File: src/hw/rtl/hs1e_pkg.sv
package hs1e_pkg;

    localparam int WORD_BITS    = 32;
    localparam int BUF_DEPTH    = 16;
    localparam int KEY_WORDS    = 8;
    localparam int KEY_BITS     = 64;
    localparam int CFG_IDX_BITS = 4;
    localparam int LEN_BITS_DEF = 64;
    localparam int ROUNDS       = 80;

    localparam logic [31:0] IPAD = 32'h36363636;
    localparam logic [31:0] OPAD = 32'h5C5C5C5C;

    localparam logic [31:0] IV0 = 32'h67452301;
    localparam logic [31:0] IV1 = 32'hEFCDAB89;
    localparam logic [31:0] IV2 = 32'h98BADCFE;
    localparam logic [31:0] IV3 = 32'h10325476;
    localparam logic [31:0] IV4 = 32'hC3D2E1F0;

    localparam logic [31:0] K0 = 32'h5A827999;
    localparam logic [31:0] K1 = 32'h6ED9EBA1;
    localparam logic [31:0] K2 = 32'h8F1BBCDC;
    localparam logic [31:0] K3 = 32'hCA62C1D6;

    // Bit length of the outer message: 64 pad bytes plus a 20-byte digest.
    localparam logic [31:0] OUTER_LEN = 32'd672;
    localparam logic [31:0] PAD_WORD  = 32'h80000000;

    typedef struct packed {
        logic [7:0] data_byte;
        logic       byte_present;
        logic       last;
    } t_in;

    typedef struct packed {
        logic [31:0] digest_word;
        logic        last_word;
    } t_out;

    typedef enum logic [3:0] {
        S_IDLE,
        S_KEY,
        S_BYTE,
        S_PAD,
        S_ZERO,
        S_LEN,
        S_INNER,
        S_OTAIL,
        S_CPRE,
        S_COMP,
        S_CADD,
        S_OUT
    } t_state;

endpackage

File: src/hw/rtl/hs1e_ram.sv
module hs1e_ram #(
    parameter int WIDTH = hs1e_pkg::WORD_BITS,
    parameter int DEPTH = hs1e_pkg::BUF_DEPTH
) (
    input  logic                     i_clk,
    input  logic                     i_we,
    input  logic [$clog2(DEPTH)-1:0] i_waddr,
    input  logic [WIDTH-1:0]         i_wdata,
    input  logic [$clog2(DEPTH)-1:0] i_raddr,
    output logic [WIDTH-1:0]         o_rdata
);

    logic [WIDTH-1:0] r_mem [DEPTH];
    logic [WIDTH-1:0] r_rdata;

    // One write port and one registered read port.
    always_ff @(posedge i_clk) begin
        if (i_we) begin
            r_mem[i_waddr] <= i_wdata;
        end
        r_rdata <= r_mem[i_raddr];
    end

    assign o_rdata = r_rdata;

endmodule

File: src/hw/rtl/hmac_sha1_engine.sv
// Byte item: accepted while idle, then absorbed into the block memory.
// Every 64th byte adds one compression (load, 80 rounds, add).
// First item of a message adds the 16 writes of the ipad block plus one compression.
// Last item adds padding writes, one or two inner compressions, the opad and tail
// blocks (16 writes and one compression each), then five output words.
// Reset is synchronous, active low: control, chain, key registers and the started flag clear.
module hmac_sha1_engine #(
    parameter int LENGTH_COUNTER_BITS = hs1e_pkg::LEN_BITS_DEF
) (
    input  logic                              i_clk,
    input  logic                              i_rst_n,
    input  logic                              i_in_valid,
    output logic                              o_in_stall,
    input  hs1e_pkg::t_in                     i_in_data,
    output logic                              o_out_valid,
    input  logic                              i_out_stall,
    output hs1e_pkg::t_out                    o_out_data,
    input  logic                              i_cfg_valid,
    output logic                              o_cfg_ready,
    input  logic [hs1e_pkg::CFG_IDX_BITS-1:0] i_cfg_index,
    input  logic [hs1e_pkg::KEY_BITS-1:0]     i_cfg_data
);

    localparam int L = LENGTH_COUNTER_BITS;

    hs1e_pkg::t_state r_state, n_state, r_ret, n_ret;
    hs1e_pkg::t_in    r_item, n_item;

    logic [hs1e_pkg::KEY_BITS-1:0] r_key [hs1e_pkg::KEY_WORDS];
    logic [31:0] r_chain [5];
    logic [31:0] n_chain [5];
    logic [31:0] r_inner [5];
    logic [31:0] n_inner [5];
    logic [31:0] r_win [16];
    logic [31:0] n_win [16];
    logic [31:0] r_a, r_b, r_c, r_d, r_e, n_a, n_b, n_c, n_d, n_e;
    logic [31:0] r_acc, n_acc;
    logic [L-1:0] r_cnt, n_cnt;
    logic [6:0]  r_round, n_round;
    logic [4:0]  r_widx, n_widx;
    logic [3:0]  r_zlim, n_zlim;
    logic [2:0]  r_oidx, n_oidx;
    logic        r_started, n_started;
    logic        r_opad, n_opad;

    logic        ram_we;
    logic [3:0]  ram_waddr, ram_raddr;
    logic [31:0] ram_wdata, ram_rdata;

    logic [31:0] sched, w_new, f, k, t_sum, byte_word, key_half, pad_val;
    logic [L-1:0] cnt_inc, len_sum, len_bits;
    logic [63:0] len64;
    logic [5:0]  pos;

    hs1e_ram #(
        .WIDTH(hs1e_pkg::WORD_BITS),
        .DEPTH(hs1e_pkg::BUF_DEPTH)
    ) u_buf (
        .i_clk  (i_clk),
        .i_we   (ram_we),
        .i_waddr(ram_waddr),
        .i_wdata(ram_wdata),
        .i_raddr(ram_raddr),
        .o_rdata(ram_rdata)
    );

    // Key registers, written only while idle.
    assign o_cfg_ready = (r_state == hs1e_pkg::S_IDLE);
    always_ff @(posedge i_clk) begin
        if (!i_rst_n) begin
            for (int i = 0; i < hs1e_pkg::KEY_WORDS; i++) begin
                r_key[i] <= '0;
            end
        end else if (i_cfg_valid && o_cfg_ready &&
                     i_cfg_index < hs1e_pkg::CFG_IDX_BITS'(hs1e_pkg::KEY_WORDS)) begin
            r_key[i_cfg_index[2:0]] <= i_cfg_data;
        end
    end

    // Datapath helpers.
    assign pos       = r_cnt[5:0];
    assign cnt_inc   = r_cnt + L'(1);
    assign len_sum   = r_cnt + L'(64);
    assign len_bits  = {len_sum[L-4:0], 3'b000};
    assign len64     = 64'(len_bits);
    assign byte_word = {r_item.data_byte, 24'h0} >> {pos[1:0], 3'b000};
    assign pad_val   = r_opad ? hs1e_pkg::OPAD : hs1e_pkg::IPAD;
    assign key_half  = r_widx[0] ? r_key[r_widx[3:1]][31:0] : r_key[r_widx[3:1]][63:32];
    assign sched     = r_win[13] ^ r_win[8] ^ r_win[2] ^ r_win[0];
    assign w_new     = (r_round < 7'd16) ? ram_rdata : {sched[30:0], sched[31]};

    // Round function and constant by round range.
    always_comb begin
        if (r_round < 7'd20) begin
            f = (r_b & r_c) | (~r_b & r_d);
            k = hs1e_pkg::K0;
        end else if (r_round < 7'd40) begin
            f = r_b ^ r_c ^ r_d;
            k = hs1e_pkg::K1;
        end else if (r_round < 7'd60) begin
            f = (r_b & r_c) | (r_b & r_d) | (r_c & r_d);
            k = hs1e_pkg::K2;
        end else begin
            f = r_b ^ r_c ^ r_d;
            k = hs1e_pkg::K3;
        end
    end
    assign t_sum = {r_a[26:0], r_a[31:27]} + f + r_e + w_new + k;

    // Handshake outputs.
    assign o_in_stall  = (r_state != hs1e_pkg::S_IDLE);
    assign o_out_valid = (r_state == hs1e_pkg::S_OUT);
    always_comb begin
        o_out_data.digest_word = r_chain[r_oidx];
        o_out_data.last_word   = (r_oidx == 3'd4);
    end

    // State register and control.
    always_ff @(posedge i_clk) begin
        if (!i_rst_n) begin
            r_state   <= hs1e_pkg::S_IDLE;
            r_ret     <= hs1e_pkg::S_IDLE;
            r_started <= 1'b0;
            r_cnt     <= '0;
            r_acc     <= '0;
            r_chain   <= '{hs1e_pkg::IV0, hs1e_pkg::IV1, hs1e_pkg::IV2,
                           hs1e_pkg::IV3, hs1e_pkg::IV4};
            r_oidx    <= '0;
        end else begin
            r_state   <= n_state;
            r_ret     <= n_ret;
            r_started <= n_started;
            r_cnt     <= n_cnt;
            r_acc     <= n_acc;
            r_chain   <= n_chain;
            r_oidx    <= n_oidx;
        end
    end

    // Payload and working registers.
    always_ff @(posedge i_clk) begin
        r_item  <= n_item;
        r_inner <= n_inner;
        r_win   <= n_win;
        r_a     <= n_a;
        r_b     <= n_b;
        r_c     <= n_c;
        r_d     <= n_d;
        r_e     <= n_e;
        r_round <= n_round;
        r_widx  <= n_widx;
        r_zlim  <= n_zlim;
        r_opad  <= n_opad;
    end

    // Next state, memory port and datapath updates.
    always_comb begin
        n_state   = r_state;
        n_ret     = r_ret;
        n_item    = r_item;
        n_started = r_started;
        n_cnt     = r_cnt;
        n_acc     = r_acc;
        n_chain   = r_chain;
        n_inner   = r_inner;
        n_win     = r_win;
        n_a       = r_a;
        n_b       = r_b;
        n_c       = r_c;
        n_d       = r_d;
        n_e       = r_e;
        n_round   = r_round;
        n_widx    = r_widx;
        n_zlim    = r_zlim;
        n_oidx    = r_oidx;
        n_opad    = r_opad;
        ram_we    = 1'b0;
        ram_waddr = r_widx[3:0];
        ram_wdata = '0;
        ram_raddr = '0;

        case (r_state)
            hs1e_pkg::S_IDLE: begin
                if (i_in_valid && (i_in_data.byte_present || i_in_data.last)) begin
                    n_item = i_in_data;
                    if (!r_started) begin
                        n_started = 1'b1;
                        n_opad    = 1'b0;
                        n_widx    = '0;
                        n_ret     = hs1e_pkg::S_BYTE;
                        n_state   = hs1e_pkg::S_KEY;
                    end else begin
                        n_state = hs1e_pkg::S_BYTE;
                    end
                end
            end

            // Write key XOR pad, restarting the chain from the initial values.
            hs1e_pkg::S_KEY: begin
                ram_we    = 1'b1;
                ram_wdata = key_half ^ pad_val;
                if (r_widx == 5'd0) begin
                    n_chain = '{hs1e_pkg::IV0, hs1e_pkg::IV1, hs1e_pkg::IV2,
                                hs1e_pkg::IV3, hs1e_pkg::IV4};
                end
                n_widx = r_widx + 5'd1;
                if (r_widx == 5'd15) begin
                    n_widx  = '0;
                    n_state = hs1e_pkg::S_CPRE;
                end
            end

            // Absorb one byte; a completed word goes to the block memory.
            hs1e_pkg::S_BYTE: begin
                if (r_item.byte_present) begin
                    n_cnt = cnt_inc;
                    if (pos[1:0] == 2'd3) begin
                        ram_we    = 1'b1;
                        ram_waddr = pos[5:2];
                        ram_wdata = r_acc | byte_word;
                        n_acc     = '0;
                    end else begin
                        n_acc = r_acc | byte_word;
                    end
                end
                n_state = r_item.last ? hs1e_pkg::S_PAD : hs1e_pkg::S_IDLE;
                if (r_item.byte_present && cnt_inc[5:0] == 6'd0) begin
                    n_ret   = n_state;
                    n_state = hs1e_pkg::S_CPRE;
                end
            end

            // Close the partial word with the 0x80 marker.
            hs1e_pkg::S_PAD: begin
                ram_we    = 1'b1;
                ram_waddr = pos[5:2];
                ram_wdata = r_acc | (32'h80000000 >> {pos[1:0], 3'b000});
                n_acc     = '0;
                n_widx    = {1'b0, pos[5:2]} + 5'd1;
                n_zlim    = (pos[5:3] == 3'b111) ? 4'd15 : 4'd13;
                n_state   = hs1e_pkg::S_ZERO;
            end

            // Zero fill up to the limit; a full block is compressed first.
            hs1e_pkg::S_ZERO: begin
                if (r_widx <= {1'b0, r_zlim}) begin
                    ram_we = 1'b1;
                    n_widx = r_widx + 5'd1;
                end else if (r_zlim == 4'd15) begin
                    n_widx  = '0;
                    n_zlim  = 4'd13;
                    n_ret   = hs1e_pkg::S_ZERO;
                    n_state = hs1e_pkg::S_CPRE;
                end else begin
                    n_state = hs1e_pkg::S_LEN;
                end
            end

            // Bit length in the last two words.
            hs1e_pkg::S_LEN: begin
                ram_we    = 1'b1;
                ram_wdata = r_widx[0] ? len64[31:0] : len64[63:32];
                n_widx    = r_widx + 5'd1;
                if (r_widx[0]) begin
                    n_ret   = hs1e_pkg::S_INNER;
                    n_state = hs1e_pkg::S_CPRE;
                end
            end

            hs1e_pkg::S_INNER: begin
                n_inner = r_chain;
                n_opad  = 1'b1;
                n_widx  = '0;
                n_ret   = hs1e_pkg::S_OTAIL;
                n_state = hs1e_pkg::S_KEY;
            end

            // Outer block: inner digest, marker, zeros and fixed length.
            hs1e_pkg::S_OTAIL: begin
                ram_we = 1'b1;
                if (r_widx < 5'd5) begin
                    ram_wdata = r_inner[r_widx[2:0]];
                end else if (r_widx == 5'd5) begin
                    ram_wdata = hs1e_pkg::PAD_WORD;
                end else if (r_widx == 5'd15) begin
                    ram_wdata = hs1e_pkg::OUTER_LEN;
                end
                n_widx = r_widx + 5'd1;
                if (r_widx == 5'd15) begin
                    n_ret   = hs1e_pkg::S_OUT;
                    n_oidx  = '0;
                    n_state = hs1e_pkg::S_CPRE;
                end
            end

            // Start a compression: read word 0 and load the working variables.
            hs1e_pkg::S_CPRE: begin
                ram_raddr = '0;
                n_round   = '0;
                n_a       = r_chain[0];
                n_b       = r_chain[1];
                n_c       = r_chain[2];
                n_d       = r_chain[3];
                n_e       = r_chain[4];
                n_state   = hs1e_pkg::S_COMP;
            end

            // One round per cycle; the schedule window shifts alongside.
            hs1e_pkg::S_COMP: begin
                ram_raddr = r_round[3:0] + 4'd1;
                n_a = t_sum;
                n_b = r_a;
                n_c = {r_b[1:0], r_b[31:2]};
                n_d = r_c;
                n_e = r_d;
                for (int i = 0; i < 15; i++) begin
                    n_win[i] = r_win[i+1];
                end
                n_win[15] = w_new;
                n_round   = r_round + 7'd1;
                if (r_round == 7'(hs1e_pkg::ROUNDS - 1)) begin
                    n_state = hs1e_pkg::S_CADD;
                end
            end

            hs1e_pkg::S_CADD: begin
                n_chain[0] = r_chain[0] + r_a;
                n_chain[1] = r_chain[1] + r_b;
                n_chain[2] = r_chain[2] + r_c;
                n_chain[3] = r_chain[3] + r_d;
                n_chain[4] = r_chain[4] + r_e;
                n_state    = r_ret;
            end

            // Deliver the five digest words, then rearm for a new message.
            hs1e_pkg::S_OUT: begin
                if (!i_out_stall) begin
                    if (r_oidx == 3'd4) begin
                        n_chain   = '{hs1e_pkg::IV0, hs1e_pkg::IV1, hs1e_pkg::IV2,
                                      hs1e_pkg::IV3, hs1e_pkg::IV4};
                        n_cnt     = '0;
                        n_started = 1'b0;
                        n_oidx    = '0;
                        n_state   = hs1e_pkg::S_IDLE;
                    end else begin
                        n_oidx = r_oidx + 3'd1;
                    end
                end
            end

            default: begin
                n_state = hs1e_pkg::S_IDLE;
            end
        endcase
    end

endmodule

File: config.mk
export PLATFORM = sky130hd
export DESIGN_NAME = hmac_sha1_engine
export DESIGN_NICKNAME = d
export VERILOG_FILES = /design/src/hw/rtl/hs1e_pkg.sv /design/src/hw/rtl/hs1e_ram.sv /design/src/hw/rtl/hmac_sha1_engine.sv
export SDC_FILE = /design/constraint.sdc
export NUM_CORES = 2
export LEC_CHECK = 0
export BUFFER_PORTS_ARGS = -buffer_cell sky130_fd_sc_hd__buf_4
export CAP_MARGIN = 15
export CORE_MARGIN = 5
export CORE_UTILIZATION = 45
export CTS_CLUSTER_DIAMETER = 50
export DETAILED_ROUTE_END_ITERATION = 8
export SYNTH_ARGS = -nofsm -noshare
export SYNTH_HDL_FRONTEND = slang
export SYNTH_SLANG_ARGS = --single-unit
File: constraint.sdc
create_clock -name i_clk -period 17.1 [get_ports i_clk]
set_input_delay 0 -clock i_clk [delete_from_list [all_inputs] [get_ports i_clk]]
set_output_delay 0 -clock i_clk [all_outputs]
set_load 0.05 [all_outputs]
==> impl_metrics.toml <==
[final_layout]
nFillCells = 18500
final_area_sq_um = 115000
drive_gt1_share_pct = 12.3
areaGrowthSynthToFinish_pct = 15.0
fin_nets = 8250

[worst_hold_path]
min_from = "i_cfg_data[12]"
hold_path.class = "in2reg"

[run_status]
violations = "design-rule violations"
status = "finished with violations"

[clock_network]
clk_pin_slew_ns = 0.06
numCtsBuffers = 276
clkLatencyLatePin_ns = 0.92
cts_root_buffer = "clkbuf_16"
cts.path.max_buffers = 4
htreeDepth = 5
postCtsSetupRepairBufs = 0
cts_sinks = 2180
cts_tree = "done"

[logic_synthesis]
synth_cell_types = 97
yosys.area_share.simple_pct = 10.5
async_flop_share_pct = 0
synthAdderAreaFrac_pct = 5.13
synth_cells = 7546
yosys.area_share.xor_xnor_pct = 3.34
synth_compound_area_share_pct = 10.1
yosys.area.top_type_share_pct = 56.6
syn-cell-area_sq_um = 99700
synth_nets = 7963
synth_edf_count = 1880
synth_seq_cells = 2180
synth_top_family_by_area = "simple AND/OR/NAND/NOR gates"
synth.area.mux_share_pct = 5.44
synth_seq_area_share_pct = 62.7
synth_top_area_cell = "edfxtp_1"
synth.area.top_cells = "edfxtp_1 (57%), dfxtp_1 (6.0%), mux4_2 (5.0%)"
ys.flop_type = "edfxtp_1"
yosysWarningCount = 0
syn_avg_cell_area_sq_um = 13.2

[sta]
hold_viol = 0
rsz0062_at_grt = "false"
drv_slew = 0
relSlewSlack_pct = 10.5
tightest_slew_ns = 1.34
fmax_mhz = 128
setup_viol = 0
period_needed_ns = 7.82
setup_ws_ns = 9.28
skew_ns = 0.0747
tns_ns = 0
finalHoldWorstSlack_ns = 0.0656
finalCritPeriodShare_pct = 45.7

[placed_design]
place_ws_ns = 9.47
placed_area_sq_um = 104000
io_buffer_count = 118
dp_hpwl_microns = 180000
place.gp.congestion = 0.927

[worst_setup_path]
required_ns = 17.69
cp_max_fo = 24
critPathCaptureType = "register"
critPathLaunchType = "register"
critPathArrivalTime_ns = 8.41
crit-reg2reg-launch = "r_round[3]$_SDFFCE_PN0P_"
criticalPathCategory = "reg2reg"
worstSetupStartpoint = "r_round[3]$_SDFFCE_PN0P_"

[detailed_routing]
route.detailed.wl_per_inst_microns = 25.8
antenna_left = 0
first_pass_iters = 9
via_per_inst = 5.85
vias = 64400
drt_iter0_markers = 7356
wl_microns = 284000
drc_errors = 1

[pwr]
internal_power_uw = 12200
finalPower_uw = 18600
leakage_uw = 0.0405
power_frac_clock_pct = 30.8
powerDensity_nw_per_um2 = 162
switchingPower_uw = 6380
peakVddDrop_mv = 0.147
combPwrFrac_pct = 32.8
netSwitchingFraction_pct = 34.3
p_seq_share_pct = 36.4

[grt]
antenna_found_initial = 19
grt_start_max_net_pins = 213
grt_pass1_vias = 62300
grt_overflow = 0
grtUsageTotal_pct = 24.1
grt_pass1_wl_microns = 416000

[die]
die_w_microns = 481
io_pins = 119
die_y_microns = 481
core_area_sq_um = 220000
row_count = 172
die-area_sq_um = 231000
initial_core_util_pct = 45.3

[job]
cap_viol_max_count = 0
cell families after synthesis:
kind of cell               after synthesis
buffers and inverters                  743
DFF                                   2180
xor gates and xnor gates               380
muxes                                  265
adders and majority gates              334
and+or+nand+nor                       2130
AOI/OAI and AO/OA                     1514
layout by cell type (no fill, tap or decap), types with 37 or more instances in the layout:
master            n
a21oi_1         296
nor3_1           56
o21a_1           45
o221ai_1        101
mux4_2          221
and2_1          543
xor2_1          136
dfxtp_1         295
nor2_1          232
edfxtp_1       1880
mux2i_1          42
buf_4           253
xnor2_1         244
a311oi_1         67
dlygate4sd3_1   150
a21o_1           92
o22ai_1         120
nand3_1          67
a22oi_1          86
or3_1            40
ha_1            209
o21ai_0         346
nand2_1         839
nand4_1          37
and2_0           54
a211oi_1        115
fa_1            125
clkbuf_1         49
nor2b_1         113
clkbuf_16       286
inv_1           338
per-layer routing:
layer	share of wire, %	global-route usage (%)	vias up
li1	-	-	28500
met1	44	34.9	32700
met2	45	36.7	2648
met3	8.0	4.24	467
met4	3.8	8.68	8
met5	0.017	0	-
worst max-delay path, stage by stage, from the launching register on:
cell and delay [ns]:
edfxtp_1 0.46, o21ai_0 0.17, and2_1 0.14, buf_4 0.22, inv_1 0.51, nand2_1 0.48
inv_1 0.23, nor2_1 0.17, clkinv_1 0.71, a221o_1 0.57, fa_1 0.48, inv_1 0.05
fa_1 0.56, inv_1 0.06, ha_1 0.28, a21o_1 0.17, a21oi_1 0.22, o21bai_1 0.09
a21oi_1 0.35, o31ai_1 0.21, o311a_1 0.35, o211ai_1 0.24, a21boi_0 0.22, nor4_1 0.29
o32a_1 0.20, a31oi_1 0.05
cell type report:
class | count | area, sq um | area share (%)
Inverter | 342 | 1300 | 1.13
Timing Repair Buffer | 410 | 3500 | 3.06
Multi-Input combinational cell | 4623 | 34800 | 30.3
Sequential cell | 2180 | 62500 | 54.5
Clock buffer | 352 | 7570 | 6.60
Clock inverter | 125 | 1330 | 1.16
Tap cell | 2958 | 3700 | 3.23
Antenna cell | 12 | 30.0 | 0.0262
sequential cells by signal, indices dropped and copies added, names as in the netlist, 61 cells and up, named ones only:
register     count
r_chain        160
r_inner        160
r_key          512
u_buf.r_mem    512
r_win          512
r_cnt           61
cell usage after synthesis (29+ instances only):
library cell and count:
a211oi_1 115, a21o_1 92, a21oi_1 297, a222oi_1 29
a22oi_1 86, a311oi_1 67, and2_0 54, and2_1 545
buf_1 43, clkbuf_1 334, dfxtp_1 300, edfxtp_1 1880
fa_1 125, ha_1 209, inv_1 340, mux2i_1 42
mux4_2 221, nand2_1 842, nand2b_1 32, nand3_1 68
nand4_1 37, nor2_1 258, nor2b_1 113, nor3_1 60
o21a_1 45, o21ai_0 359, o221ai_1 101, o22ai_1 120
or3_1 40, xnor2_1 244, xor2_1 136
stage by stage:
step / util (%) / cells
after detailed placement: 47.3 / 10400
after global routing: 52.1 / 11000
after global placement: 47.3 / 10400
after CTS: 52.1 / 11000
final: 52.1 / 11000
after floorplan: - / 7546
repair_timing:
item                                    CTS  global route
hold buffers                            151             0
resized for setup                         0             0
endpoints found under the setup margin    0             0
endpoints found under the hold margin   673             0
worst paths after layout:
kind	cells after the start	end	slack, ns
min reg2reg	0	r_win[53]$_DFFE_PP_	0.40
max reg2reg	25	r_a[30]$_DFFE_PP_	9.28
max	25	r_a[30]$_DFFE_PP_	9.28
min	3	r_key[5][12]$_SDFFCE_PN0P_	0.07
power groups by stage:
stage,clock [uW],sequential [uW],combinational [uW]
after floorplan,0,6810,4130
after global placement,0,6860,5940
after detailed placement,0,6870,5970
after CTS,5820,6760,6040
after global routing,6060,6790,6620
final,5710,6760,6090
No activity file was read; power rests on OpenSTA's default activity.
